==> config.mk <==
export PLATFORM = sky130hd
export DESIGN_NAME = vfr_front
export DESIGN_NICKNAME = d
export VERILOG_FILES = /design/src/rtl/velocity_frame_rotation_core_assert.svh /design/src/rtl/vfr_pkg.sv /design/src/rtl/vfr_front.sv
export SDC_FILE = /design/constraint.sdc
export NUM_CORES = 1
export LEC_CHECK = 0
export BUFFER_PORTS_ARGS = -buffer_cell sky130_fd_sc_hd__buf_2
export CELL_PAD_IN_SITES_DETAIL_PLACEMENT = 0
export CELL_PAD_IN_SITES_GLOBAL_PLACEMENT = 1
export CORE_UTILIZATION = 43
export DETAILED_ROUTE_END_ITERATION = 8
export GPL_TIMING_DRIVEN = 0
export PLACE_DENSITY = 0.85
export SYNTH_ARGS = -nofsm -noshare
export SYNTH_HDL_FRONTEND = slang
export SYNTH_SLANG_ARGS = --single-unit
==> constraint.sdc <==
create_clock -name clk -period 15.1 [get_ports clk]
set_clock_uncertainty 0.15 [all_clocks]
set_input_delay 4.53 -clock clk [delete_from_list [all_inputs] [get_ports clk]]
set_output_delay 4.53 -clock clk [all_outputs]
set_load 0.02 [all_outputs]
==> src/rtl/velocity_frame_rotation_core_assert.svh <==
// assertion helpers shared by the rotation core
`ifndef VELOCITY_FRAME_ROTATION_CORE_ASSERT_SVH
`define VELOCITY_FRAME_ROTATION_CORE_ASSERT_SVH

// same-cycle implication, checked while out of reset
`define VFR_ASSERT_IMPL(label, clk, rst_n, ante, cons) \
	label: assert property (@(posedge clk) disable iff (!rst_n) (ante) |-> (cons)) \
		else $error("vfr assertion failed");

// next-cycle implication, checked while out of reset
`define VFR_ASSERT_NEXT(label, clk, rst_n, ante, cons) \
	label: assert property (@(posedge clk) disable iff (!rst_n) (ante) |=> (cons)) \
		else $error("vfr assertion failed");

`endif

==> src/rtl/vfr_pkg.sv <==
package vfr_pkg;

	localparam int ANGLE_STEPS  = 8192;
	localparam int ANGLE_BITS   = $clog2(ANGLE_STEPS);
	localparam int ANG_W        = 13;
	localparam int VEL_W        = 16;
	localparam int EXT_W        = VEL_W + 1;
	localparam int PHASE_W      = 32;
	localparam int RES_W        = 31;
	localparam int CORDIC_W     = 32;
	localparam int DATA_SHIFT   = 12;
	localparam int ATAN_ENTRIES = 24;
	localparam int PROD_W       = 64;
	localparam int GAIN_SHIFT   = 42;
	localparam int RND_W        = PROD_W - GAIN_SHIFT;

	localparam int IN_DATA_W  = 64;
	localparam int OUT_DATA_W = 48;

	localparam logic signed [CORDIC_W-1:0] INV_GAIN  = 32'sd652032874;
	localparam logic signed [PROD_W-1:0]   GAIN_RND  = 64'sd1 <<< (GAIN_SHIFT - 1);
	localparam logic [PHASE_W-1:0]         QTR_HALF  = 32'h2000_0000;
	localparam logic signed [RES_W-1:0]    RES_BIAS  = 31'sd536870912;

	// register indexes on the write port
	localparam int REG_IDX_W = 2;
	localparam logic [REG_IDX_W-1:0] REG_YAW_CENTER     = 2'd0;
	localparam logic [REG_IDX_W-1:0] REG_ANGLE_DEADBAND = 2'd1;

	typedef logic signed [EXT_W-1:0]    ext_t;
	typedef logic signed [CORDIC_W-1:0] cval_t;

	typedef struct packed {
		cval_t x;
		cval_t y;
		cval_t z;
	} rot_t;

	// values carried alongside the cordic for the bypass path
	typedef struct packed {
		ext_t             x_pre;
		ext_t             y_pre;
		logic             bypass;
		logic [VEL_W-1:0] spin;
	} pass_t;

	// atan(2^-i) in units of a turn / 2^32
	function automatic cval_t atan_turn(input int i);
		cval_t v;
		unique case (i)
			0:  v = 32'sd536870912;
			1:  v = 32'sd316933406;
			2:  v = 32'sd167458907;
			3:  v = 32'sd85004756;
			4:  v = 32'sd42667331;
			5:  v = 32'sd21354465;
			6:  v = 32'sd10679838;
			7:  v = 32'sd5340245;
			8:  v = 32'sd2670163;
			9:  v = 32'sd1335087;
			10: v = 32'sd667544;
			11: v = 32'sd333772;
			12: v = 32'sd166886;
			13: v = 32'sd83443;
			14: v = 32'sd41722;
			15: v = 32'sd20861;
			16: v = 32'sd10430;
			17: v = 32'sd5215;
			18: v = 32'sd2608;
			19: v = 32'sd1304;
			20: v = 32'sd652;
			21: v = 32'sd326;
			22: v = 32'sd163;
			23: v = 32'sd81;
			default: v = '0;
		endcase
		return v;
	endfunction

	function automatic logic [VEL_W-1:0] sat_vel(input logic signed [RND_W-1:0] v);
		logic [VEL_W-1:0] r;
		if (v > RND_W'(32767))
			r = 16'h7fff;
		else if (v < -RND_W'(32768))
			r = 16'h8000;
		else
			r = v[VEL_W-1:0];
		return r;
	endfunction

endpackage

==> src/rtl/vfr_front.sv <==
module vfr_front (
	input  logic                        clk,
	input  logic                        en,
	input  logic [vfr_pkg::ANG_W-1:0]   yaw_angle,
	input  logic [vfr_pkg::VEL_W-1:0]   vel_forward,
	input  logic [vfr_pkg::VEL_W-1:0]   vel_side,
	input  logic [vfr_pkg::VEL_W-1:0]   spin_rate,
	input  logic [vfr_pkg::ANG_W-1:0]   yaw_center,
	input  logic [vfr_pkg::ANG_W-1:0]   angle_deadband,
	output vfr_pkg::rot_t               rot,
	output vfr_pkg::pass_t              pass
);
	import vfr_pkg::*;

	localparam logic [1:0] QUAD_0 = 2'd0;
	localparam logic [1:0] QUAD_1 = 2'd1;
	localparam logic [1:0] QUAD_2 = 2'd2;
	localparam logic [1:0] QUAD_3 = 2'd3;

	logic signed [ANG_W:0]   diff;
	logic [ANG_W:0]          mag;
	logic signed [ANG_W:0]   diff_eff;
	logic signed [PHASE_W-1:0] diff_ext;

	logic [ANGLE_BITS-1:0]   r_s1;
	logic signed [VEL_W-1:0] vf_s1;
	logic signed [VEL_W-1:0] vs_s1;
	logic [VEL_W-1:0]        spin_s1;

	logic [PHASE_W-1:0]      theta;
	logic [PHASE_W-1:0]      tt;
	logic [1:0]              quad;
	logic signed [RES_W-1:0] res;
	ext_t                    vf_e;
	ext_t                    vs_e;
	ext_t                    xq;
	ext_t                    yq;

	rot_t                    rot_s2;
	pass_t                   pass_s2;

	// signed offset, forced to zero inside the deadband
	always_comb begin
		diff     = $signed({1'b0, yaw_angle}) - $signed({1'b0, yaw_center});
		mag      = diff[ANG_W] ? (ANG_W+1)'(-diff) : diff;
		diff_eff = (mag < {1'b0, angle_deadband}) ? '0 : diff;
		diff_ext = PHASE_W'(diff_eff);
	end

	always_ff @(posedge clk) begin
		if (en) begin
			r_s1    <= diff_ext[ANGLE_BITS-1:0];
			vf_s1   <= vel_forward;
			vs_s1   <= vel_side;
			spin_s1 <= spin_rate;
		end
	end

	// phase to quadrant plus residual, then exact quarter-turn rotation
	always_comb begin
		theta = PHASE_W'(r_s1) << (PHASE_W - ANGLE_BITS);
		tt    = (PHASE_W'(0) - theta) + QTR_HALF;
		quad  = tt[PHASE_W-1:PHASE_W-2];
		res   = $signed({1'b0, tt[PHASE_W-3:0]}) - RES_BIAS;
		vf_e  = EXT_W'(vf_s1);
		vs_e  = EXT_W'(vs_s1);
		unique case (quad)
			QUAD_0: begin xq = vf_e;  yq = vs_e;  end
			QUAD_1: begin xq = -vs_e; yq = vf_e;  end
			QUAD_2: begin xq = -vf_e; yq = -vs_e; end
			QUAD_3: begin xq = vs_e;  yq = -vf_e; end
			default: begin xq = vf_e; yq = vs_e; end
		endcase
	end

	always_ff @(posedge clk) begin
		if (en) begin
			rot_s2.x       <= CORDIC_W'(xq) <<< DATA_SHIFT;
			rot_s2.y       <= CORDIC_W'(yq) <<< DATA_SHIFT;
			rot_s2.z       <= CORDIC_W'(res);
			pass_s2.x_pre  <= xq;
			pass_s2.y_pre  <= yq;
			pass_s2.bypass <= (res == '0);
			pass_s2.spin   <= spin_s1;
		end
	end

	assign rot  = rot_s2;
	assign pass = pass_s2;

endmodule

## Word level (Yosys, flattened, before mapping)

Cells that the tools add are included.

| word-level totals | value |
|---|---|
| register bits after elaboration | 177 |
| input bits | 89 |
| output and inout port bits | 147 |
| logic and storage cells | 27 |

| operators by class | value |
|---|---|
| add/subtract/negate cells | 7 |
| order comparisons | 1 |
| equal/unequal tests | 3 |
| mux-type cells | 3 |
| reductions and logical operators | 2 |

Operators by type and width:

| kind | number |
|---|---|
| $pmux W17 S4 | 2 |
| $neg A16 Y17 | 2 |
| $add A32 B30 Y32 const B | 1 |
| $sub A1 B32 Y32 const A | 1 |
| $logic_not A31 Y1 | 1 |
| $sub A30 B30 Y31 const B | 1 |
| $lt A14 B13 Y1 | 1 |
| $mux W14 | 1 |
| $neg A14 Y14 | 1 |
| $sub A13 B13 Y14 | 1 |
| $eq A2 B2 Y1 const B | 2 |
| $eq A2 B1 Y1 const B | 1 |
| $logic_not A2 Y1 | 1 |

## Logic depth before layout (Yosys ltp)

Gate-level depths: netlist (run 1).

| logic depth | value |
|---|---|
| depth in word-level cells | 4 |
| depth in mapped cells | 19 |
| gate-level depth less buffers | 18 |

## Worst setup path after synthesis (run 1)

No wires, ideal clock.

| timing path | value |
|---|---|
| kind | in2reg |
| start | input port yaw_angle[0] (netlist bit) |
| end | register r_s1[10] (data pin) |
| setup time | 267 ps |
| arrival time | 7753 ps |
| data required time | 14683 ps |
| setup slack | 6931 ps |
| cell stages on the path | 17 |
| buffers on the path | 1 |
| path through | inv_1 -> ha_1 -> inv_1 -> fa_1 -> xnor2_1 -> and3_1 -> inv_1 -> a2111oi_0 -> nand4_1 -> o21ai_0 -> xor2_1 -> ha_1 -> a21o_1 -> a21oi_1 -> and3_1 -> clkbuf_1 -> nor2b_1 |

| on the way | value |
|---|---|
| cells in the longest elaborated chain, start to end | 4 |

Ends and longest elaborated chain:

| element | RTL line | RTL |
|---|---|---|
| from (decl) | vfr_front.sv:4 | `input logic [vfr_pkg::ANG_W-1:0] yaw_angle,` |
| $sub A13 B13 Y14 (*) | vfr_front.sv:44 | `diff = $signed({1'b0, yaw_angle}) - $signed({1'b0, yaw_center});` |
| $neg A14 Y14 | vfr_front.sv:45 | `mag = diff[ANG_W] ? (ANG_W+1)'(-diff) : diff;` |
| $mux W14 | vfr_front.sv:45 |  |
| $lt A14 B13 Y1 | vfr_front.sv:46 | `diff_eff = (mag < {1'b0, angle_deadband}) ? '0 : diff;` |
| to (signal assigned) | vfr_front.sv:52 | `r_s1 <= diff_ext[ANGLE_BITS-1:0];` |
| to (decl) | vfr_front.sv:25 | `logic [ANGLE_BITS-1:0] r_s1;` |

Every way passes the cells marked *; elsewhere a longest branch is shown, timed or not.
A chain may end at the register's enable or synchronous reset.

## Final worst setup path (run 1)

Ends and elaborated chain as after synthesis.

==> Implementation_results.wiki, run 1 <==
{| class="wikitable"
! Metric !! Value
|-
| Share of the synthesized area in compound gates (AO/OA/AOI/OAI) || 8.36%
|-
| Routed vias/inst || 4.64
|-
| Post-synth ARST share || 0%
|-
| Number of global-route vias before repair || 4499
|-
| Post-layout worst setup margin || 6.62 ns
|-
| Commonest non-fill, non-tap cell in the layout || buf_2
|-
| Ratio of cells with drive above 1 in the final layout || 36.9%
|-
| Commonest cells after routing, fill and taps aside || buf_2 (194), edfxtp_1 (123), buf_4 (87)
|-
| # setup viols final || 0
|-
| Count of routing violations after the opening detailed-route iteration || 300
|-
| Final global-route overflow total || 0
|-
| Setup Slack @ Placement || 6.18 ns
|-
| Total clock buffers created by CTS || 17
|-
| Fraction of the core area covered by cells at the end of the flow || 56.8%
|-
| Required arrival time at the worst endpoint || 15.09 ns
|-
| Number of hold buffers added after CTS || 0
|-
| Slew @ Worst Pin || 0.897 ns
|-
| Maximum clock frequency || 118 MHz
|-
| Slew Limit Headroom || 40.2%
|-
| Largest area contributor in the synthesized netlist || edfxtp_1
|-
| Clock network latency to the later pin of the worst-skew pair || 0.41 ns
|-
| Post-detailed-placement half-perimeter wirelength || 11.3 mm
|-
| DR vias || 5128
|-
| Clock H-tree levels || 4
|-
| Final total negative setup slack || 0 ns
|-
| Top cells by area in the synthesized netlist || edfxtp_1 (52%), buf_4 (9.0%), ha_1 (5.1%)
|-
| Post-layout nets || 993
|-
| Top cell type's share of synthesized area || 51.7%
|-
| Core region area || 0.0161 mm²
|-
| Startpoint types || input port
|-
| PwrDens || 161 mW/mm²
|-
| Top flip-flop cell by instance count after synthesis || edfxtp_1
|-
| Placed standard-cell area || 0.00856 mm²
|-
| Y dimension of the die || 131 µm
|-
| Synthesized instance count || 620
|-
| Drc violations || 0
|-
| Max-slew violation count || 0
|-
| Pin count of the biggest net entering global routing || 67
|-
| Number of setup buffers added after CTS || 0
|-
| Cts repair resizes || 0
|-
| Largest family of logic cells by synthesized area || buffers and inverters
|-
| WS Path Type || in2reg
|-
| Final worst path period share || 56.1%
|-
| Critical path arrival || 8.47 ns
|-
| Total number of clock tree sinks || 123
|-
| Global-route wire length before repair || 22.1 mm
|-
| Global-route usage over all layers || 17.2%
|-
| Kind of capture point of the worst setup path || register
|-
| Startpoint of the most critical setup path || yaw_angle[0]
|-
| Count of cell types in the netlist || 48
|-
| Worst-case vdd ir drop || 0.0000747 V
|-
| Detailed-router iteration count before antenna repair || 5
|-
| Unrepaired setup endpoints after global routing || no
|-
| Area grow syn2layout || 27.6%
|-
| Startpoint of the worst-slack reg-to-reg timing path || r_s1[3]
|-
| Sequential Area || 0.00369 mm²
|-
| Post-synthesis simple-gate area fraction || 8.99%
|-
| Critical hold path startpoint || spin_s1[11]
|-
| Clock transition at path regs || 0.05 ns
|-
| Total Routed Length || 14.6 mm
|-
| Largest driver fanout on the critical path || 10
|-
| Die outline area || 0.0171 mm²
|-
| Mean instance size in the synthesized netlist || 11.5 µm²
|-
| Result of the run || completed
|-
| Initial antenna violation count || 1
|-
| Register bit total from synthesis || 123
|-
| Class of the most critical hold timing path || reg2reg
|-
| Final routed wire length divided by cell count || 13.2 µm
|-
| Number of warnings reported in the yosys synthesis log || 0
|-
| Die X || 131 µm
|-
| Sequential fraction of the synthesis area || 51.7%
|-
| Port-buffer cells || 192
|-
| Post-synthesis xor/xnor area fraction || 8.94%
|-
| Row count || 46
|-
| Post-route cell area || 0.00911 mm²
|-
| Leak Pwr || 4.07 nW
|-
| Total power of the final layout || 0.00147 W
|-
| Number of buffers on the longest clock path || 2
|-
| Syn Std Cell Area || 0.00714 mm²
|-
| Clock tree from TritonCTS || done
|-
| Gp weighted congestion || 0.811
|-
| Post-route minimum period || 8.48 ns
|-
| Initial cell density of the core || 44.5%
|-
| Clk Tree Root Cell || clkbuf_16
|-
| Post-synth EDFFs || 123
|-
| Share of cell area taken by muxes after synthesis || 4.28%
|-
| Multi-input gate area || 0.00273 mm²
|-
| Routed Antenna Nets || 0
|-
| Top-level port count || 236
|-
| Max-cap violations || 0
|-
| Adder-cell share of the synthesized area || 5.36%
|-
| Number of fill cells || 1408
|-
| Count of endpoints failing hold in the final timing report || 0
|}
-- power breakdown --
part           total (W)  switching, W  internal (W)
clock network   0.000371      0.000146      0.000225
registers       0.000508     0.0000397      0.000468
logic           0.000591      0.000339      0.000253
total            0.00147      0.000524      0.000946
-- cell type report --
class / instances / share of cell area [%]
flip-flops and latches: 123 / 40.5
diodes: 1 / 0.0275
repair buffers: 193 / 10.9
clock buffers: 17 / 4.67
multi-input cells: 398 / 29.9
plain buffers: 102 / 8.03
clock inverters: 15 / 1.39
inverters: 39 / 1.61
well taps: 216 / 2.97
-- metal layers --
layer / vias up / GRT usage, % / share of wire, %
li1: 2597 / - / -
met1: 2314 / 23.3 / 45
met2: 194 / 27.0 / 46
met3: 23 / 3.95 / 6.8
met4: 0 / 6.42 / 1.5
met5: - / 0 / 0
-- flip-flops by register name, indices dropped and copies added, names as in the netlist --
signal and count:
vs_s1 16, pass 51, r_s1 13, spin_s1 16
rot 11, vf_s1 16
-- cells by family after synthesis --
group           after synthesis
other cells                   1
xor+xnor                     72
simple gates                132
flops                       123
mux                          28
fa+ha+maj                    30
compound gates               93
buf+inv                     141
-- final timing paths --
| path | cells past startpoint | slack, ns | endpoint |
|---|---|---|---|
| worst max-delay path | 18 | 6.62 | r_s1[10] |
| worst max register to register | 7 | 11.93 | pass[19] |
| worst min register to register | 0 | 0.26 | pass[11] |
| worst min-delay path | 0 | 0.26 | pass[11] |
-- cell usage after synthesis (all sizes together), types with 4 or more instances --
cell type / n
edfxtp: 123
buf: 92
nor2: 47
xnor2: 40
inv: 39
xor2: 32
ha: 29
a21oi: 28
mux2i: 26
nand2: 25
o21ai: 19
nor3: 16
clkbuf: 10
nor4: 10
a21o: 8
o31ai: 8
nor2b: 6
o211ai: 6
a211oi: 5
nand3: 5
o21a: 5
or3: 5
or4: 5
a31oi: 4
nand2b: 4
-- per-stage QoR --
step,hold WS (ns),cells
6_report,0.262,1104
5_1_grt,0.274,1104
4_1_cts,0.265,1103
3_5_place_dp,0.256,1071
3_3_place_gp,0.251,1070
2_1_floorplan,0.250,662
-- critical path: stages --
cell       delay, ns
buf_2           0.10
inv_1           0.05
ha_1            0.17
inv_1           0.06
fa_1            0.41
xnor2_1         0.41
and3_1          0.26
inv_1           0.05
a2111oi_0       0.55
nand4_1         0.19
o21ai_0         0.25
xor2_1          0.19
ha_1            0.26
a21o_1          0.18
a21oi_1         0.14
and3_1          0.23
clkbuf_1        0.34
nor2b_1         0.10
(Power assumes the default switching activity.)
==> run 2, diff against run 1 <==
--- a/config.mk
+++ b/config.mk
@@ -8,10 +8,10 @@
 export BUFFER_PORTS_ARGS = -buffer_cell sky130_fd_sc_hd__buf_2
 export CELL_PAD_IN_SITES_DETAIL_PLACEMENT = 0
 export CELL_PAD_IN_SITES_GLOBAL_PLACEMENT = 1
-export CORE_UTILIZATION = 43
+export CORE_UTILIZATION = 39
 export DETAILED_ROUTE_END_ITERATION = 8
 export GPL_TIMING_DRIVEN = 0
-export PLACE_DENSITY = 0.85
+export PLACE_DENSITY = 0.78
 export SYNTH_ARGS = -nofsm -noshare
 export SYNTH_HDL_FRONTEND = slang
 export SYNTH_SLANG_ARGS = --single-unit
==> constraint.sdc (replaced) <==
create_clock -name clk -period 8.15 [get_ports clk]
set_clock_uncertainty 0.15 [all_clocks]
set_input_delay 2.445 -clock clk [delete_from_list [all_inputs] [get_ports clk]]
set_output_delay 2.445 -clock clk [all_outputs]
set_load 0.02 [all_outputs]
==> Implementation_results.wiki, run 2 (synthesized netlist as in run 1, its figures left out) <==
{| class="wikitable"
! Metric !! Value
|-
| Result of the run || completed
|-
| Slowest CP cell || a2111oi_0
|-
| Buffer and inverter count on the worst path || 5 (unchanged)
|-
| Top-level port count || 236 (unchanged)
|-
| Global-route wire length before repair || 22.5 mm (+1.7%)
|-
| Total clock buffers created by CTS || 17 (unchanged)
|-
| Worst Hold Margin || 0.266 ns (+0.00369 ns)
|-
| PwrDens || 304 mW/mm² (+89%)
|-
| Unrepaired setup endpoints after global routing || no
|-
| Cell-by-cell listing of the critical path || buf_2 > inv_1 > ha_1 > inv_1 > fa_1 > xnor2_1 > and3_1 > inv_1 > a2111oi_0 > nand4_1 > o21ai_0 > xor2_1 > ha_1 > a21o_1 > a21oi_1 > and3_1 > clkbuf_1 > nor2_1
|-
| Placed standard-cell area || 0.00858 mm² (+0.19%)
|-
| Pin count of the biggest net entering global routing || 79 (+18%)
|-
| Clk Tree Root Cell || clkbuf_16
|-
| Final routed wire length divided by cell count || 13.3 µm (+1.1%)
|-
| Critical path arrival || 6.49 ns (-1.98 ns)
|-
| Required arrival time at the worst endpoint || 8.14 ns (-6.95 ns)
|-
| Slew @ Worst Pin || 0.931 ns (+0.0335 ns)
|-
| Total Routed Length || 14.9 mm (+2.2%)
|-
| Detailed-router iteration count before antenna repair || 4 (-1)
|-
| Cts repair resizes || 0 (unchanged)
|-
| Biggest cell delay along the critical path || 0.57 ns (+0.02 ns)
|-
| Startpoint types || input port
|-
| Post-route minimum period || 6.49 ns
|-
| Number of cells in the finished layout apart from fillers || 1116 (+1.1%)
|-
| Cell count after placement || 1084 (+1.2%)
|-
| Slew Limit Headroom || 37.9% (-2.2 points)
|-
| Final total negative setup slack || 0 ns (unchanged)
|-
| Die X || 137 µm (+4.9%)
|-
| Row count || 49 (+6.5%)
|-
| Die outline area || 0.0189 mm² (+10%)
|-
| Number of flip-flops in the largest register || 51 (unchanged)
|-
| Number of setup buffers added after CTS || 0 (unchanged)
|-
| Area grow syn2layout || 28.6%
|-
| Drc violations || 0 (unchanged)
|-
| Number of hold buffers added after CTS || 0 (unchanged)
|-
| Maximum clock frequency || 154 MHz
|-
| Number of global-route vias before repair || 4601 (+2.3%)
|-
| Routed vias/inst || 4.56 (-1.8%)
|-
| Total number of clock tree sinks || 123 (unchanged)
|-
| Total power of the final layout || 0.00280 W (+90%)
|-
| Worst-case vdd ir drop || 0.000221 V (+200%)
|-
| Gp weighted congestion || 0.836 (+3.1%)
|-
| Initial antenna violation count || 0 (-1)
|-
| Max-slew violation count || 0 (unchanged)
|-
| Routed Antenna Nets || 0 (unchanged)
|-
| Leak Pwr || 4.09 nW (+0.70%)
|-
| Number of fill cells || 1677 (+19%)
|-
| Max-cap violations || 0 (unchanged)
|-
| DR vias || 5091 (-0.72%)
|-
| Clock network latency to the later pin of the worst-skew pair || 0.41 ns (about the same)
|-
| Count of endpoints failing hold in the final timing report || 0 (unchanged)
|-
| Post-detailed-placement half-perimeter wirelength || 11.4 mm (+1.2%)
|-
| Clock H-tree levels || 4 (unchanged)
|-
| Cell type group with the largest total delay on the critical path || compound AO/OA/AOI/OAI gates
|-
| Commonest non-fill, non-tap cell in the layout || buf_2
|-
| Post-layout nets || 993 (unchanged)
|-
| Cell mode on critical path || inv_1
|-
| Commonest cells after routing, fill and taps aside || buf_2 (194), edfxtp_1 (123), buf_4 (87)
|-
| Kind of capture point of the worst setup path || register
|-
| Number of buffers on the longest clock path || 2 (unchanged)
|-
| Core region area || 0.0180 mm² (+12%)
|-
| Global-route usage over all layers || 15.9% (-1.3 points)
|-
| Largest driver fanout on the critical path || 10 (unchanged)
|-
| Class of the most critical hold timing path || reg2reg
|-
| Clock transition at path regs || 0.05 ns (about the same)
|-
| Y dimension of the die || 137 µm (+4.9%)
|-
| Final worst path period share || 79.7%
|-
| Post-route cell area || 0.00918 mm² (+0.74%)
|-
| Clock tree from TritonCTS || done
|-
| Ratio of cells with drive above 1 in the final layout || 36.6% (-0.30 points)
|-
| Port-buffer cells || 192 (unchanged)
|-
| # setup viols final || 0 (unchanged)
|-
| Initial cell density of the core || 39.8% (-4.7 points)
|-
| Count of routing violations after the opening detailed-route iteration || 218 (-27%)
|-
| Final global-route overflow total || 0 (unchanged)
|-
| WS Path Type || in2reg
|}
[run 2: cell types whose count changed in the layout (fill, tap and decap cells not counted), sizes merged]
cell | previous run | this run
bufinv | 1 | 4
clkinvlp | 5 | 3
clkinv | 7 | 6
inv | 41 | 40
[run 2: worst register-to-register path: stages, from the launching register on]
cell      delay [ns]
edfxtp_1        0.43
or4_1           0.57
or4_4           0.47
a21oi_4         0.21
xor2_2          0.35
buf_4           0.28
nor2_1          0.08
xnor2_1         0.16
mux2i_1         0.10
[run 2: final cells by class]
class / count / area [µm²] / area share, %
clock inverter: 14 / 178 / 1.94
antenna: 1 / 2.50 / 0.0273
timing repair buffer: 193 / 991 / 10.8
buffer: 102 / 732 / 7.97
sequential: 123 / 3690 / 40.2
tap: 229 / 287 / 3.12
multi-input combinational: 398 / 2730 / 29.7
clock buffer: 17 / 425 / 4.63
inverter: 39 / 146 / 1.59
[run 2: where the power goes]
part	total (W)	switching (W)	internal, W	leakage, nW
clock network	0.000766	0.000261	0.000504	0.287
logic	0.00109	0.000624	0.000468	2.60
registers	0.000937	0.0000697	0.000868	1.20
total	0.00280	0.000955	0.00184	4.09
[run 2: final timing paths]
| check | start | endpoint | slack, ns | cells past startpoint |
|---|---|---|---|---|
| min reg2reg | spin_s1[1] | pass[1] | 0.27 | 0 |
| min | spin_s1[1] | pass[1] | 0.27 | 0 |
| max reg2reg | r_s1[7] | pass[23] | 5.05 | 8 |
| max | yaw_angle[0] | r_s1[12] | 1.66 | 18 |
[run 2: through the flow]
stage	worst slack, ns	util, %
final	1.66	51.1
after detailed placement	1.19	47.7
after CTS	1.62	51.1
after global routing	1.35	51.1
after floorplan	2.07	-
after global placement	1.21	47.6
[run 2: layer usage]
layer	GRT usage, %	part of all wire (%)
met1	17.9	41
met2	29.3	52
met3	3.05	6.0
met4	6.47	1.2
met5	0	0
==> run 3, diff against run 2 <==
--- a/config.mk
+++ b/config.mk
@@ -5,13 +5,14 @@
 export SDC_FILE = /design/constraint.sdc
 export NUM_CORES = 1
 export LEC_CHECK = 0
+export ABC_AREA = 1
 export BUFFER_PORTS_ARGS = -buffer_cell sky130_fd_sc_hd__buf_2
 export CELL_PAD_IN_SITES_DETAIL_PLACEMENT = 0
 export CELL_PAD_IN_SITES_GLOBAL_PLACEMENT = 1
-export CORE_UTILIZATION = 39
+export CORE_UTILIZATION = 35
 export DETAILED_ROUTE_END_ITERATION = 8
 export GPL_TIMING_DRIVEN = 0
-export PLACE_DENSITY = 0.78
+export PLACE_DENSITY = 0.75
 export SYNTH_ARGS = -nofsm -noshare
 export SYNTH_HDL_FRONTEND = slang
 export SYNTH_SLANG_ARGS = --single-unit
==> constraint.sdc (replaced) <==
create_clock -name clk -period 5.41 [get_ports clk]
set_clock_uncertainty 0.15 [all_clocks]
set_input_delay 1.623 -clock clk [delete_from_list [all_inputs] [get_ports clk]]
set_output_delay 1.623 -clock clk [all_outputs]
set_load 0.02 [all_outputs]
==> Implementation_results.wiki, run 3 <==
{| class="wikitable"
! Metric !! Value
|-
| Unrepaired setup endpoints after global routing || no
|-
| Top cells by area in the synthesized netlist || edfxtp_1 (47%), nand2_1 (9.2%), buf_4 (8.2%)
|-
| Number of buffers on the longest clock path || 2 (unchanged)
|-
| Number of setup buffers added after CTS || 0 (unchanged)
|-
| DR vias || 6497 (+28%)
|-
| Clock H-tree levels || 4 (unchanged)
|-
| Slew Limit Headroom || 21.5% (-16 points)
|-
| Clock transition at path regs || 0.06 ns (about the same)
|-
| Post-synth top cells || nand2_1 (193), inv_1 (147), edfxtp_1 (123), nand3_1 (97), buf_4 (86)
|-
| Maximum clock frequency || 203 MHz
|-
| Clock network latency to the later pin of the worst-skew pair || 0.42 ns (about the same)
|-
| Count of endpoints failing hold in the final timing report || 0 (unchanged)
|-
| Initial antenna violation count || 2 (+2)
|-
| Port-buffer cells || 192 (unchanged)
|-
| Initial cell density of the core || 35.9% (-3.9 points)
|-
| Top cell type's share of synthesized area || 46.9% (-4.9 points)
|-
| Kind of capture point of the worst setup path || register
|-
| Number of warnings reported in the yosys synthesis log || 0 (unchanged)
|-
| Post-detailed-placement half-perimeter wirelength || 15.5 mm (+36%)
|-
| WS Path Type || in2reg
|-
| Leak Pwr || 4.98 nW (+22%)
|-
| Core region area || 0.0220 mm² (+22%)
|-
| Final global-route overflow total || 0 (unchanged)
|-
| Post-route cell area || 0.0100 mm² (+9.3%)
|-
| Post-synth EDFFs || 123 (unchanged)
|-
| Die outline area || 0.0231 mm² (+23%)
|-
| Synthesized instance count || 890 (+44%)
|-
| Routed vias/inst || 4.52 (-0.96%)
|-
| Slew @ Worst Pin || 1.17 ns (+0.237 ns)
|-
| Clk Tree Root Cell || clkbuf_16
|-
| Post-route minimum period || 4.94 ns
|-
| Reg-to-reg slack, setup || 2.53 ns (-2.52 ns)
|-
| Dominant cell by count in the synthesized netlist || nand2_1
|-
| Total clock buffers created by CTS || 17 (unchanged)
|-
| Number of fill cells || 2135 (+27%)
|-
| Post-synth ARST share || 0% (unchanged)
|-
| Required arrival time at the worst endpoint || 5.43 ns (-2.71 ns)
|-
| Mean instance size in the synthesized netlist || 8.85 µm² (-23%)
|-
| Detailed-router iteration count before antenna repair || 7 (+3)
|-
| Global-route usage over all layers || 17.5% (+1.6 points)
|-
| Register bit total from synthesis || 123 (unchanged)
|-
| Row count || 54 (+10%)
|-
| Total number of clock tree sinks || 123 (unchanged)
|-
| Y dimension of the die || 152 µm (+11%)
|-
| Startpoint types || input port
|-
| Syn Std Cell Area || 0.00788 mm² (+10%)
|-
| Class of the most critical hold timing path || reg2reg
|-
| Commonest cells after routing, fill and taps aside || nand2_1 (193), buf_2 (193), inv_1 (147)
|-
| Total Routed Length || 19.7 mm (+32%)
|-
| Worst Hold Margin || 0.268 ns (+0.00180 ns)
|-
| Area grow syn2layout || 27.3%
|-
| Largest area contributor in the synthesized netlist || edfxtp_1
|-
| Max-cap violations || 0 (unchanged)
|-
| Cell count after placement || 1405 (+30%)
|-
| Worst-case vdd ir drop || 0.000285 V (+29%)
|-
| Global-route wire length before repair || 31.3 mm (+39%)
|-
| Die X || 152 µm (+11%)
|-
| Max-slew violation count || 0 (unchanged)
|-
| Routed Antenna Nets || 0 (unchanged)
|-
| Top-level port count || 236 (unchanged)
|-
| Number of cells in the finished layout apart from fillers || 1438 (+29%)
|-
| Critical path arrival || 4.96 ns (-1.53 ns)
|-
| Gp weighted congestion || 0.930 (+11%)
|-
| Largest driver fanout on the critical path || 10 (unchanged)
|-
| Result of the run || complete, but fails checks
|-
| Drc violations || 74 (+74)
|-
| Violated checks || DRC
|-
| Clock tree from TritonCTS || done
|-
| # setup viols final || 0 (unchanged)
|-
| Number of global-route vias before repair || 6000 (+30%)
|-
| Post-layout nets || 1263 (+27%)
|-
| Top flip-flop cell by instance count after synthesis || edfxtp_1
|-
| Cell count of the worst hold path || 0 (unchanged)
|-
| Final worst path period share || 91.2%
|-
| Sequential fraction of the synthesis area || 46.9% (-4.9 points)
|-
| Number of flip-flops in the largest register || 51 (unchanged)
|-
| Depth of the worst register-to-register path || 8 (unchanged)
|-
| Count of routing violations after the opening detailed-route iteration || 446 (+100%)
|-
| Ratio of cells with drive above 1 in the final layout || 29.2% (-7.4 points)
|-
| Count of cell types in the netlist || 34 (-29%)
|-
| Pin count of the biggest net entering global routing || 69 (-13%)
|-
| Placed standard-cell area || 0.00938 mm² (+9.4%)
|-
| PwrDens || 393 mW/mm² (+29%)
|-
| Final routed wire length divided by cell count || 13.7 µm (+2.8%)
|-
| Final total negative setup slack || 0 ns (unchanged)
|}
[run 3: cell count changes in the layout (fill, tap and decap cells not counted), sizes merged, moves of 6 or more]
cell	delta
o21ai	-14
a21oi	-14
mux2i	-26
o31ai	-8
a21o	-8
nand3	+93
nor2b	-6
xnor2	-33
nand2	+170
inv	+113
nand4	+45
o211ai	-6
buf	+6
[run 3: layout make-up]
class	instances	area (µm²)	share of cell area, %
diodes	1	2.50	0.0249
plain buffers	104	787	7.85
clock buffers	18	429	4.28
clock inverters	14	208	2.07
inverters	147	552	5.50
multi-input cells	558	3020	30.1
flip-flops and latches	123	3690	36.8
well taps	280	350	3.49
repair buffers	193	991	9.88
[run 3: worst paths after layout]
| kind | start | endpoint |
|---|---|---|
| max | yaw_angle[0] | r_s1[7] |
| min | spin_s1[9] | pass[9] |
| max reg2reg | vf_s1[2] | pass[43] |
| min reg2reg | spin_s1[9] | pass[9] |
[run 3: per-layer routing]
| layer | track usage (%) | vias up | part of all wire, % |
|---|---|---|---|
| met5 | 0 | - | 0 |
| met4 | 8.84 | 0 | 2.8 |
| met3 | 2.94 | 34 | 6.3 |
| met2 | 30.3 | 262 | 50 |
| met1 | 21.0 | 2880 | 41 |
| li1 | - | 3321 | - |
[run 3: logic make-up (layout without fill, tap and decap cells)]
kind of cell             Yosys count  in the layout  synth area share, %
adder cells (fa/ha/maj)           30             30                 4.86
flip-flops                       123            123                 46.9
AND/OR/NAND/NOR                  419            419                 24.6
AO/OA/AOI/OAI                     22             22                 1.51
other                              1             44               0.0476
buffers and inverters            251            476                 17.0
XOR/XNOR                          44             44                 5.13
[run 3: power breakdown]
group,internal [W],total [W],switching [W]
Sequential,0.00125,0.00134,0.0000911
Combinational,0.000516,0.00138,0.000869
Clock,0.000782,0.00122,0.000437
[run 3: what timing repair did]
action | CTS | global route
endpoints found under the hold margin | 0 | 0
hold buffers | 0 | 0
resized for setup | 0 | 3
endpoints found under the setup margin | 0 | 10
[run 3: critical path, stage by stage]
cell,delay (ns)
buf_2,0.09
inv_1,0.05
ha_1,0.13
inv_1,0.07
fa_1,0.45
xor2_2,0.25
nor2_1,0.17
nand3_1,0.11
nor2_2,0.17
nand3_1,0.12
nor2_1,0.14
nand2_1,0.06
nand2_1,0.07
xor2_1,0.14
inv_1,0.06
ha_1,0.28
inv_1,0.08
nor3_1,0.05
nor2_1,0.08
nand3_1,0.11
nand3_1,0.08
nand2_1,0.06
nand2_1,0.06
nand3_1,0.13
clkbuf_4,0.21
nand2_1,0.07
inv_1,0.04
[run 3: metrics by stage]
stage / setup WS [ns] / utilization (%) / power (W)
2_1_floorplan: 0.612 / - / 0.00230
3_3_place_gp: -0.110 / 42.6 / 0.00273
3_5_place_dp: -0.150 / 42.7 / 0.00274
4_1_cts: 0.307 / 45.6 / 0.00396
5_1_grt: 0.0178 / 45.7 / 0.00414
6_report: 0.474 / 45.7 / 0.00394
